==> src/hw/rtl/osrm_pkg.sv <==
// Package for the ordered store with remove-max.
// Sizes, command and status codes, and controller/datapath command types.
// No dependencies.
package osrm_pkg;

  localparam int DEPTH  = 64;
  localparam int VAL_W  = 32;
  localparam int POS_W  = 6;
  localparam int ECNT_W = 7;
  localparam int AW     = (DEPTH > 1) ? $clog2(DEPTH) : 1;
  localparam int CW     = $clog2(DEPTH + 1);
  localparam int CMPW   = (CW > POS_W) ? CW : POS_W;
  localparam int IN_DW  = 40;
  localparam int IN_UW  = 2;
  localparam int OUT_DW = 48;

  typedef logic signed [VAL_W-1:0] value_t;
  typedef logic [AW-1:0]           addr_t;
  typedef logic [CW-1:0]           count_t;
  typedef logic [POS_W-1:0]        pos_t;

  typedef enum logic [1:0] {
    CMD_APPEND,
    CMD_REMOVE_MAX,
    CMD_READ,
    CMD_CLEAR
  } cmd_t;

  typedef enum logic [1:0] {
    ST_OK,
    ST_FULL,
    ST_EMPTY,
    ST_RANGE
  } status_t;

  typedef enum logic [1:0] {
    CNT_HOLD,
    CNT_INC,
    CNT_DEC,
    CNT_CLR
  } cnt_op_t;

  typedef enum logic [1:0] {
    RES_VAL,
    RES_RDATA,
    RES_BEST,
    RES_ZERO
  } res_src_t;

  typedef struct packed {
    logic     capture;
    logic     wr_app;
    logic     rd_en;
    logic     rd_pos;
    logic     idx_inc;
    logic     idx_best1;
    logic     cmp_en;
    logic     sh_en;
    cnt_op_t  cnt_op;
    logic     res_load;
    res_src_t res_src;
    status_t  res_st;
    logic     out_load;
  } dp_cmd_t;

  typedef struct packed {
    cmd_t cmd;
    logic cnt_zero;
    logic cnt_full;
    logic pos_ok;
    logic idx_at_cnt;
    logic pend;
  } dp_sts_t;

endpackage

==> src/hw/rtl/ordered_store_remove_max_core.sv <==
// Ordered store with append, remove-max, read and clear commands.
// Channels: in_* carries one command transaction, out_* one result per command.
// Steps per command, with N entries held:
//   append, clear, or any rejected command: decode, then finish
//   read: decode, a wait for the registered RAM read, then finish
//   remove-max: a scan pass over N entries through the single read port of
//   the entry RAM, then a shift pass over the entries after the maximum,
//   which is empty when the maximum is the last entry
// One command is worked at a time; the next one is accepted the cycle after
// a result is loaded.
// in_tready is high while no command is in progress, also while a finished
// result still waits in the output register.
// When the receiver stalls, the next command runs but its result waits until
// the previous one is taken.
// Reset (rst_n low, synchronous) empties the store and drops any pending
// result; entry contents are not cleared and are read only once written.
// Depends on osrm_pkg, osrm_ctrl, osrm_dp, osrm_ram.
module ordered_store_remove_max_core (
  input  logic                         clk,
  input  logic                         rst_n,
  input  logic                         in_tvalid,
  output logic                         in_tready,
  // [31:0] value, [37:32] position, [39:38] zero
  input  logic [osrm_pkg::IN_DW-1:0]   in_tdata,
  // [1:0] command
  input  logic [osrm_pkg::IN_UW-1:0]   in_tuser,
  output logic                         out_tvalid,
  input  logic                         out_tready,
  // [31:0] result_value, [38:32] entry_count, [40:39] status, [47:41] zero
  output logic [osrm_pkg::OUT_DW-1:0]  out_tdata
);
  import osrm_pkg::*;

  dp_cmd_t cmd;
  dp_sts_t sts;

  osrm_ctrl u_ctrl (
    .clk       (clk),
    .rst_n     (rst_n),
    .in_tvalid (in_tvalid),
    .in_tready (in_tready),
    .out_tvalid(out_tvalid),
    .out_tready(out_tready),
    .cmd       (cmd),
    .sts       (sts)
  );

  osrm_dp u_dp (
    .clk      (clk),
    .rst_n    (rst_n),
    .in_tdata (in_tdata),
    .in_tuser (in_tuser),
    .cmd      (cmd),
    .sts      (sts),
    .out_tdata(out_tdata)
  );

endmodule

==> src/hw/rtl/osrm_ram.sv <==
// Generic single-write, single-read RAM with registered read data.
// No dependencies.
module osrm_ram #(
  parameter int WIDTH = 32,
  parameter int DEPTH = 64
) (
  input  logic                                     clk,
  input  logic                                     we,
  input  logic [((DEPTH > 1) ? $clog2(DEPTH) : 1)-1:0] waddr,
  input  logic [WIDTH-1:0]                         wdata,
  input  logic                                     re,
  input  logic [((DEPTH > 1) ? $clog2(DEPTH) : 1)-1:0] raddr,
  output logic [WIDTH-1:0]                         rdata
);

  logic [WIDTH-1:0] mem [DEPTH];

  always_ff @(posedge clk) begin
    if (we) begin
      mem[waddr] <= wdata;
    end
    if (re) begin
      rdata <= mem[raddr];
    end
  end

endmodule

==> src/hw/rtl/osrm_ctrl.sv <==
// Controller state machine for the ordered store.
// Sequences append, read, clear and the scan/shift passes of remove-max.
// Depends on osrm_pkg.
module osrm_ctrl (
  input  logic             clk,
  input  logic             rst_n,
  input  logic             in_tvalid,
  output logic             in_tready,
  output logic             out_tvalid,
  input  logic             out_tready,
  output osrm_pkg::dp_cmd_t cmd,
  input  osrm_pkg::dp_sts_t sts
);
  import osrm_pkg::*;

  typedef enum logic [2:0] {
    S_IDLE,
    S_DECODE,
    S_RD_WAIT,
    S_SCAN,
    S_SHIFT_START,
    S_SHIFT,
    S_FINISH
  } state_t;

  state_t state_r, state_nxt;
  logic   out_tvalid_r, out_tvalid_nxt;

  assign in_tready  = (state_r == S_IDLE);
  assign out_tvalid = out_tvalid_r;

  always_comb begin
    state_nxt = state_r;
    cmd       = '0;
    cmd.cnt_op  = CNT_HOLD;
    cmd.res_src = RES_ZERO;
    cmd.res_st  = ST_OK;
    case (state_r)
      S_IDLE: begin
        if (in_tvalid) begin
          cmd.capture = 1'b1;
          state_nxt   = S_DECODE;
        end
      end
      S_DECODE: begin
        case (sts.cmd)
          CMD_APPEND: begin
            cmd.res_load = 1'b1;
            cmd.res_src  = RES_VAL;
            if (sts.cnt_full) begin
              cmd.res_st = ST_FULL;
            end else begin
              cmd.wr_app = 1'b1;
              cmd.cnt_op = CNT_INC;
            end
            state_nxt = S_FINISH;
          end
          CMD_REMOVE_MAX: begin
            if (sts.cnt_zero) begin
              cmd.res_load = 1'b1;
              cmd.res_st   = ST_EMPTY;
              state_nxt    = S_FINISH;
            end else begin
              cmd.rd_en   = 1'b1;
              cmd.idx_inc = 1'b1;
              state_nxt   = S_SCAN;
            end
          end
          CMD_READ: begin
            if (sts.pos_ok) begin
              cmd.rd_en  = 1'b1;
              cmd.rd_pos = 1'b1;
              state_nxt  = S_RD_WAIT;
            end else begin
              cmd.res_load = 1'b1;
              cmd.res_st   = ST_RANGE;
              state_nxt    = S_FINISH;
            end
          end
          default: begin
            cmd.cnt_op   = CNT_CLR;
            cmd.res_load = 1'b1;
            state_nxt    = S_FINISH;
          end
        endcase
      end
      S_RD_WAIT: begin
        cmd.res_load = 1'b1;
        cmd.res_src  = RES_RDATA;
        state_nxt    = S_FINISH;
      end
      S_SCAN: begin
        cmd.cmp_en = 1'b1;
        if (sts.idx_at_cnt) begin
          state_nxt = S_SHIFT_START;
        end else begin
          cmd.rd_en   = 1'b1;
          cmd.idx_inc = 1'b1;
        end
      end
      S_SHIFT_START: begin
        cmd.idx_best1 = 1'b1;
        state_nxt     = S_SHIFT;
      end
      S_SHIFT: begin
        cmd.sh_en = 1'b1;
        if (!sts.idx_at_cnt) begin
          cmd.rd_en   = 1'b1;
          cmd.idx_inc = 1'b1;
        end else if (!sts.pend) begin
          cmd.cnt_op   = CNT_DEC;
          cmd.res_load = 1'b1;
          cmd.res_src  = RES_BEST;
          state_nxt    = S_FINISH;
        end
      end
      S_FINISH: begin
        if (!out_tvalid_r || out_tready) begin
          cmd.out_load = 1'b1;
          state_nxt    = S_IDLE;
        end
      end
      default: begin
        state_nxt = S_IDLE;
      end
    endcase
  end

  always_comb begin
    out_tvalid_nxt = out_tvalid_r;
    if (cmd.out_load) begin
      out_tvalid_nxt = 1'b1;
    end else if (out_tready) begin
      out_tvalid_nxt = 1'b0;
    end
  end

  always_ff @(posedge clk) begin
    if (!rst_n) begin
      state_r      <= S_IDLE;
      out_tvalid_r <= 1'b0;
    end else begin
      state_r      <= state_nxt;
      out_tvalid_r <= out_tvalid_nxt;
    end
  end

`ifndef SYNTHESIS
  a_load_free: assert property (@(posedge clk) disable iff (!rst_n)
    cmd.out_load |-> (!out_tvalid_r || out_tready))
    else $error("result loaded over an untaken result");

  a_accept_decode: assert property (@(posedge clk) disable iff (!rst_n)
    (in_tvalid && in_tready) |=> (state_r == S_DECODE))
    else $error("accepted transaction not decoded");

  a_out_hold: assert property (@(posedge clk) disable iff (!rst_n)
    (out_tvalid_r && !out_tready) |=> out_tvalid_r)
    else $error("result dropped while stalled");
`endif

endmodule

==> src/hw/rtl/osrm_dp.sv <==
// Datapath for the ordered store: entry RAM, count, scan and shift indexes,
// running maximum and result registers. Depends on osrm_pkg and osrm_ram.
module osrm_dp (
  input  logic                         clk,
  input  logic                         rst_n,
  input  logic [osrm_pkg::IN_DW-1:0]   in_tdata,
  input  logic [osrm_pkg::IN_UW-1:0]   in_tuser,
  input  osrm_pkg::dp_cmd_t            cmd,
  output osrm_pkg::dp_sts_t            sts,
  output logic [osrm_pkg::OUT_DW-1:0]  out_tdata
);
  import osrm_pkg::*;

  cmd_t    op_r;
  value_t  val_r;
  pos_t    pos_r;
  count_t  count_r, count_nxt;
  count_t  idx_r, idx_nxt;
  addr_t   best_idx_r;
  value_t  best_val_r;
  logic    pend_r;
  addr_t   pend_addr_r;
  value_t  res_val_r;
  status_t res_st_r;
  value_t  out_val_r;
  count_t  out_cnt_r;
  status_t out_st_r;

  logic       ram_we;
  addr_t      ram_waddr;
  value_t     ram_wdata;
  addr_t      ram_raddr;
  logic [VAL_W-1:0] ram_rdata;
  value_t     rdata;
  logic       first;

  assign rdata = value_t'(ram_rdata);

  osrm_ram #(
    .WIDTH(VAL_W),
    .DEPTH(DEPTH)
  ) u_ram (
    .clk  (clk),
    .we   (ram_we),
    .waddr(ram_waddr),
    .wdata(ram_wdata),
    .re   (cmd.rd_en),
    .raddr(ram_raddr),
    .rdata(ram_rdata)
  );

  assign ram_raddr = cmd.rd_pos ? addr_t'(pos_r) : idx_r[AW-1:0];

  always_comb begin
    ram_we    = 1'b0;
    ram_waddr = count_r[AW-1:0];
    ram_wdata = val_r;
    if (cmd.wr_app) begin
      ram_we = 1'b1;
    end else if (cmd.sh_en && pend_r) begin
      ram_we    = 1'b1;
      ram_waddr = pend_addr_r - addr_t'(1);
      ram_wdata = rdata;
    end
  end

  assign sts.cmd        = op_r;
  assign sts.cnt_zero   = (count_r == '0);
  assign sts.cnt_full   = (count_r >= count_t'(DEPTH));
  assign sts.pos_ok     = (CMPW'(pos_r) < CMPW'(count_r));
  assign sts.idx_at_cnt = (idx_r == count_r);
  assign sts.pend       = pend_r;

  always_comb begin
    case (cmd.cnt_op)
      CNT_INC: count_nxt = count_r + count_t'(1);
      CNT_DEC: count_nxt = count_r - count_t'(1);
      CNT_CLR: count_nxt = '0;
      default: count_nxt = count_r;
    endcase
  end

  always_comb begin
    idx_nxt = idx_r;
    if (cmd.capture) begin
      idx_nxt = '0;
    end else if (cmd.idx_best1) begin
      idx_nxt = count_t'(best_idx_r) + count_t'(1);
    end else if (cmd.idx_inc) begin
      idx_nxt = idx_r + count_t'(1);
    end
  end

  // rdata holds entry idx_r-1 during the scan
  assign first = (idx_r == count_t'(1));

  always_ff @(posedge clk) begin
    if (!rst_n) begin
      count_r <= '0;
      pend_r  <= 1'b0;
    end else begin
      count_r <= count_nxt;
      pend_r  <= cmd.sh_en && cmd.rd_en;
    end
  end

  always_ff @(posedge clk) begin
    idx_r <= idx_nxt;
    if (cmd.rd_en) begin
      pend_addr_r <= ram_raddr;
    end
    if (cmd.capture) begin
      op_r  <= cmd_t'(in_tuser);
      val_r <= value_t'(in_tdata[VAL_W-1:0]);
      pos_r <= in_tdata[VAL_W+POS_W-1:VAL_W];
    end
    if (cmd.cmp_en && (first || (rdata > best_val_r))) begin
      best_val_r <= rdata;
      best_idx_r <= addr_t'(idx_r - count_t'(1));
    end
    if (cmd.res_load) begin
      res_st_r <= cmd.res_st;
      case (cmd.res_src)
        RES_VAL:   res_val_r <= val_r;
        RES_RDATA: res_val_r <= rdata;
        RES_BEST:  res_val_r <= best_val_r;
        default:   res_val_r <= '0;
      endcase
    end
    if (cmd.out_load) begin
      out_val_r <= res_val_r;
      out_cnt_r <= count_r;
      out_st_r  <= res_st_r;
    end
  end

  assign out_tdata = {7'b0, out_st_r, ECNT_W'(out_cnt_r), out_val_r};

`ifndef SYNTHESIS
  a_count_bound: assert property (@(posedge clk) disable iff (!rst_n)
    count_r <= count_t'(DEPTH))
    else $error("entry count beyond depth");

  a_append_room: assert property (@(posedge clk) disable iff (!rst_n)
    cmd.wr_app |-> !sts.cnt_full)
    else $error("append written into a full store");

  a_count_inc: assert property (@(posedge clk) disable iff (!rst_n)
    (cmd.cnt_op == CNT_INC) |=> (count_r == $past(count_r) + count_t'(1)))
    else $error("count not advanced after append");
`endif

endmodule
==> config.mk <==
export PLATFORM = sky130hd
export DESIGN_NAME = ordered_store_remove_max_core
export DESIGN_NICKNAME = d
export VERILOG_FILES = /design/src/hw/rtl/osrm_pkg.sv /design/src/hw/rtl/ordered_store_remove_max_core.sv /design/src/hw/rtl/osrm_ram.sv /design/src/hw/rtl/osrm_ctrl.sv /design/src/hw/rtl/osrm_dp.sv
export SDC_FILE = /design/constraint.sdc
export NUM_CORES = 2
export LEC_CHECK = 0
export BUFFER_PORTS_ARGS = -buffer_cell sky130_fd_sc_hd__buf_2
export CORE_AREA = 2 2 391 393
export DETAILED_ROUTE_END_ITERATION = 8
export DIE_AREA = 0 0 393 395
export GPL_ROUTABILITY_DRIVEN = 1
export PLACE_DENSITY_LB_ADDON = 0.15
export SLEW_MARGIN = 5
export SYNTH_ARGS = -nofsm -noshare
export SYNTH_HDL_FRONTEND = slang
export SYNTH_SLANG_ARGS = --single-unit
==> constraint.sdc <==
create_clock -name clk -period 7 [get_ports clk]
set_input_delay 1.4 -clock clk [delete_from_list [all_inputs] [get_ports clk]]
set_output_delay 1.4 -clock clk [all_outputs]
set_load 0.01 [all_outputs]
* Word level (Yosys, flattened, before mapping)
Memory sizes are Yosys's and may differ from the RTL's. A register that Yosys moved wholly into a read port is not among the register bits.
Cells that the tools add are included.
** Word-level totals
- Bits in registers :: 178
- Bits in writable memories :: 2048
- Input port bits :: 46
- Output and inout bits :: 50
- Logic and storage cells :: 119
- Memories kept :: 1
** Cells by class
- Add/subtract/negate cells :: 6
- $lt $le $gt $ge :: 3
- Eq/ne operators :: 20
- Muxes and demuxes :: 57
- Reductions and logical operators :: 16
** Memories
- u_dp.u_ram.mem :: words 64, bits a word 32, rd ports 1, clocked after memory_dff 1, wr ports 1, line osrm_ram.sv:16 : logic [WIDTH-1:0] mem [DEPTH];
** Operators with widths (number)
- $pmux 32 s3 :: 1
- $mux 32 :: 2
- $gt 32x32->1 :: 1
- $mux 1 :: 25
- $mux 3 :: 7
- $pmux 3 s7 :: 1
- $pmux 7 s3 :: 1
- $mux 6 :: 3
- $add 7x1->7 const B :: 2
- $mux 7 :: 2
- $sub 6x1->6 const B :: 2
- $mux 5 :: 2
- $eq 3x3->1 const B :: 3
- $pmux 3 s3 :: 1
- $eq 2x2->1 const B :: 4
- $mux 2 :: 4
- $pmux 1 s2 :: 4
- $pmux 2 s2 :: 2
- $add 6x1->7 const B :: 1
- $eq 7x1->1 const B :: 1
- $eq 7x7->1 :: 1
- $ge 7x7->1 const B :: 1
- $logic_not 7->1 :: 1
- $lt 6x7->1 :: 1
- 17 further kinds :: 29

* Depth between registers and ports, before layout
- Depth after elaboration :: 7
- Depth in mapped cells :: 18
- Gate-level depth less buffers :: 12

* Cells and area by module
Synthesis repeated with hierarchy kept, for this count alone.
** Second synthesis, totals
- Cell total of the unflattened synthesis :: 4024
- Area, all modules :: 87577.7 um^2
** By module, submodules not included
- osrm_ram :: instances 1, cells an instance 3324, area each 78835.6 um^2, seq. area each 62459.9 um^2
- osrm_dp :: instances 1, cells an instance 624, area each 8206.6 um^2, seq. area each 5074.9 um^2
- osrm_ctrl :: instances 1, cells an instance 76, area each 535.5 um^2, seq. area each 80.1 um^2

* Worst setup path before layout
Ideal clock, no wire load.
- Path type :: reg2reg
- Start point :: register u_dp.u_ram.rdata[17] (read register of u_dp.u_ram.mem)
- End point :: register u_dp.best_idx_r[0], enable pin
- Data arrival time :: 4585 ps
- Data required time :: 6519 ps
- Path slack :: 1934 ps
- Stages on the path, launching flop included :: 11
- Buffers on the path :: 0
- Path through :: edfxtp_1 > ha_1 > a21o_1 > a21o_1 > a21o_1 > a21o_1 > a21oi_1 > o21ai_0 > a211oi_1 > nor3_1 > nor3_1
** On the way
- Cells in the longest elaborated chain, start to end :: 3
** RTL lines
- start, declared :: line osrm_ram.sv:13 : output logic [WIDTH-1:0] rdata
- $gt 32x32->1 :: line osrm_dp.sv:117 : if (cmd.cmp_en && (first || (rdata > best_val_r))) begin
- $logic_or 1x1->1 :: line osrm_dp.sv:117
- $logic_and 1x1->1 :: line osrm_dp.sv:117
- end signal, assigned :: line osrm_dp.sv:119 : best_idx_r <= addr_t'(idx_r - count_t'(1));
- end, declared :: line osrm_dp.sv:19 : addr_t best_idx_r;
No other way between the ends.
A chain may end at the register's enable or synchronous reset.

* Worst setup path after layout
- Start point :: register u_dp.count_r[4]
- End point :: register u_dp.u_ram.rdata[10] (read register of u_dp.u_ram.mem), data pin
** On the way
- Cells in the longest elaborated chain, start to end :: 5
- Elaborated cells between the ends (all ways) :: 11
** RTL lines
- start, declared :: line osrm_dp.sv:17 : count_t count_r, count_nxt;
- start signal, assigned :: line osrm_dp.sv:102 : count_r <= count_nxt;
- branches (longest 5 deep; another with $lt 6x7->1)
Parallel ways; which one is timed is not known.

==> results.tsv <==
metric	value	unit
grt_use_total	33.7	%
grt_pass1_vias	51800	
synth_simple_gate_area_share	7.66	%
cp_top_family	compound AO/OA/AOI/OAI gates	
dpl_cell_area	94100	sq um
synth_top_cell_area_share	74.6	%
startpoint_type	flop	
grt.overflow.total	0	
synthMuxAreaShare	7.37	%
asyncSetResetFlopFracSynth	0	%
cts_inserted_buffers	217	
cts_tree	built	
htree_levels	4	
synth_top_flop_cell	edfxtp_1	
p_per_area	384	nW/um^2
synthXorXnorAreaFrac	0.214	%
setup_violations	0	
peakVddDrop	0.000301	V
slew_headroom	13.0	%
synth_area_leader_cell	edfxtp_1	
path_class	flop to flop	
rrSetupSlack	1.16	ns
critPathMaxFanout	35	
critPathCaptureType	flop	
wl	261000	um
clock-root-buffer	clkbuf_16	
tightest_slew	1.31	ns
io_pins	96	
critPathMaxStageDelay	0.95	ns
leakagePower	35.6	nW
fmax	0.171	GHz
cp_data_required_time	7.72	ns
dpl.hpwl	148000	um
tns	0	ns
drt_iter0_markers	8252	
final-seq-area	67600	sq um
slowest_stage	o31ai_1	
avgRoutedWirePerCell	31.7	um
synth-seq-area-share	75.1	%
rows	143	
initial_utilization	59.6	%
finalClockSkew	0.0389	ns
hold_buffers	0	
hold_path.class	flop to flop	
syn_avg_cell_area	15.5	sq um
num_vias	54300	
status	finished, final reports clean	
worstPathArrival	6.57	ns
drive_gt1_share	14.7	%
clock_path_buffers	3	
grt_pass1_wl	368000	um
die_w	393	um
antenna_found_initial	12	
yosysWarnings	0	
synth_edf_count	2239	
min_period	5.84	ns
multi_input_area	20900	sq um
via_per_inst	6.60	
syn2layout_area_growth	12.4	%
dieArea	155000	sq um
r2r-end	u_dp.u_ram.rdata[10]$_DFFE_PN_	
die_y	395	um
r2r_start	u_dp.count_r[4]$_SDFFE_PN0P_	
period_share	83.5	%
syn_inst	5801	
hp-start	u_dp.res_val_r[11]$_DFFE_PP_	
rsz0062_at_grt	no	
hold_viol	0	
grt_max_degree	85	
nFillCells	10200	
drt_pass1_iterations	8	
layout.nets	6116	
ant_nets	0	
clk_pin_slew	0.06	ns
port_buffers	86	
cap_violations	0	
holdPathEnd	u_dp.out_val_r[11]$_DFFE_PP_	
core	151000	sq um
r2r_cells	13	
startpoint	u_dp.count_r[4]$_SDFFE_PN0P_	
yosys_register_bits	2258	
yosys-top-cells-area	edfxtp_1, nand2_1, mux2i_1	
clk_latency	0.88	ns
ys_types	74	
cts_sinks	2258	
drc	0	
synthAdderAreaFrac	0.717	%
place_congestion	0.914	
synth-compound-area-share	6.37	%
post_cts_resized	0	
fin_area	101000	sq um
path_buf_inv	3	
synth_top_family_by_area	simple AND/OR/NAND/NOR gates	
slew_violations	0	
synth_area	90100	sq um
hold_path_depth	0	
cpMostUsedCell	buf_4	
critical_path.cell_chain	inv_1 -> ha_1 -> and4b_1 -> o21ai_0 -> o211a_1 -> a21oi_4 -> buf_4 -> buf_4 -> mux2i_1 -> o221ai_1 -> a21oi_1 -> o31ai_1 -> and4_1	
final_util	66.9	%
cts_setup_buffers	0	
-- cells in the final DEF (no fill, tap or decap), types with 39 or more instances in the layout --
cell / instances
mux4_2: 114
nor3_1: 61
clkbuf_16: 219
clkinv_1: 58
o221ai_1: 74
a21oi_1: 305
clkbuf_1: 39
a211oi_1: 69
inv_1: 102
nor2_4: 64
mux2i_1: 393
nor2_1: 73
o21ai_0: 68
buf_2: 86
nand2_1: 1037
o22ai_1: 44
nand3_1: 282
edfxtp_1: 2239
ha_1: 50
clkinv_2: 41
a2111oi_0: 56
buf_4: 234
-- cell families (layout without fill, tap and decap cells) --
logic type	Yosys count	count (layout)
DFF	2258	2258
adders and majority gates	51	51
AOI/OAI and AO/OA	845	845
xor gates and xnor gates	22	22
buffers and inverters	458	856
other	1	10
muxes	517	517
and+or+nand+nor	1649	1649
-- worst register-to-register path, cell delays in order, from the launching register on --
cell	delay, ns
dfxtp_1	0.53
inv_1	0.10
ha_1	0.31
and4b_1	0.18
o21ai_0	0.19
o211a_1	0.72
a21oi_4	0.81
buf_4	0.53
buf_4	0.59
mux2i_1	0.18
o221ai_1	0.20
a21oi_1	0.11
o31ai_1	0.95
and4_1	0.31
-- power breakdown --
part	switching, mW	internal, mW	total (mW)
clock network	5.04	6.65	11.7
logic	7.54	3.10	10.6
registers	0.351	16.2	16.6
total	12.9	26.0	38.9
-- flip-flops by register name (all words and copies together) (netlist names), 7 cells and up --
signal / flops
u_dp.u_ram.mem: 2048
u_dp.best_val_r: 32
u_dp.val_r: 32
u_dp.out_val_r: 32
u_dp.count_r: 7
u_dp.out_cnt_r: 7
u_dp.idx_r: 7
u_dp.res_val_r: 32
u_dp.u_ram.rdata: 32
-- synthesized netlist by cell type, drive strengths merged, types with 28 or more instances --
cell and number:
edfxtp 2239, nand2 1071, mux2i 398, a21oi 307, nand3 283, buf 196
clkbuf 156, nor2 140, mux4 114, inv 106, o221ai 74, a211oi 72
o21ai 70, nor3 64, a2111oi 56, ha 50, o22ai 44, a222oi 31
a31oi 28
-- metal layers --
layer / vias to the layer above / GRT usage, % / wire length (um)
met5: - / 0 / 64
met4: 8 / 17.4 / 15100
met3: 626 / 8.38 / 33100
met2: 3596 / 49.3 / 116000
met1: 27300 / 47.2 / 97300
li1: 22800 / - / -
-- layout make-up --
cell class / instances / share of cell area (%)
Antenna cell: 3 / 0.00742
Sequential cell: 2258 / 66.8
Clock inverter: 147 / 1.42
Multi-Input combinational cell: 3091 / 20.6
Clock buffer: 258 / 5.56
Inverter: 106 / 0.415
Tap cell: 2030 / 2.51
Timing Repair Buffer: 345 / 2.66
-- worst max path at each step --
stage	cells past startpoint	slack [ns]	to
floorplan	10	1.93	u_dp.best_idx_r[0]$_DFFE_PP_
global placement	11	1.37	u_dp.u_ram.rdata[22]$_DFFE_PN_
detailed placement	11	1.34	u_dp.u_ram.rdata[22]$_DFFE_PN_
CTS	11	1.31	u_dp.u_ram.rdata[22]$_DFFE_PN_
global route	13	0.94	u_dp.u_ram.rdata[24]$_DFFE_PN_
finish	13	1.16	u_dp.u_ram.rdata[10]$_DFFE_PN_
-- stage by stage --
step                      total power [mW]  setup slack [ns]  std cells  hold slack, ns
after floorplan                       22.6              1.93       5807           0.400
after global placement                27.0              1.37       7830           0.401
after detailed placement              27.1              1.34       7830           0.405
after CTS                             38.7              1.31       8235           0.419
after global routing                  39.9             0.940       8235           0.423
final                                 38.9              1.16       8238           0.416
No activity file was read; power rests on OpenSTA's default activity.
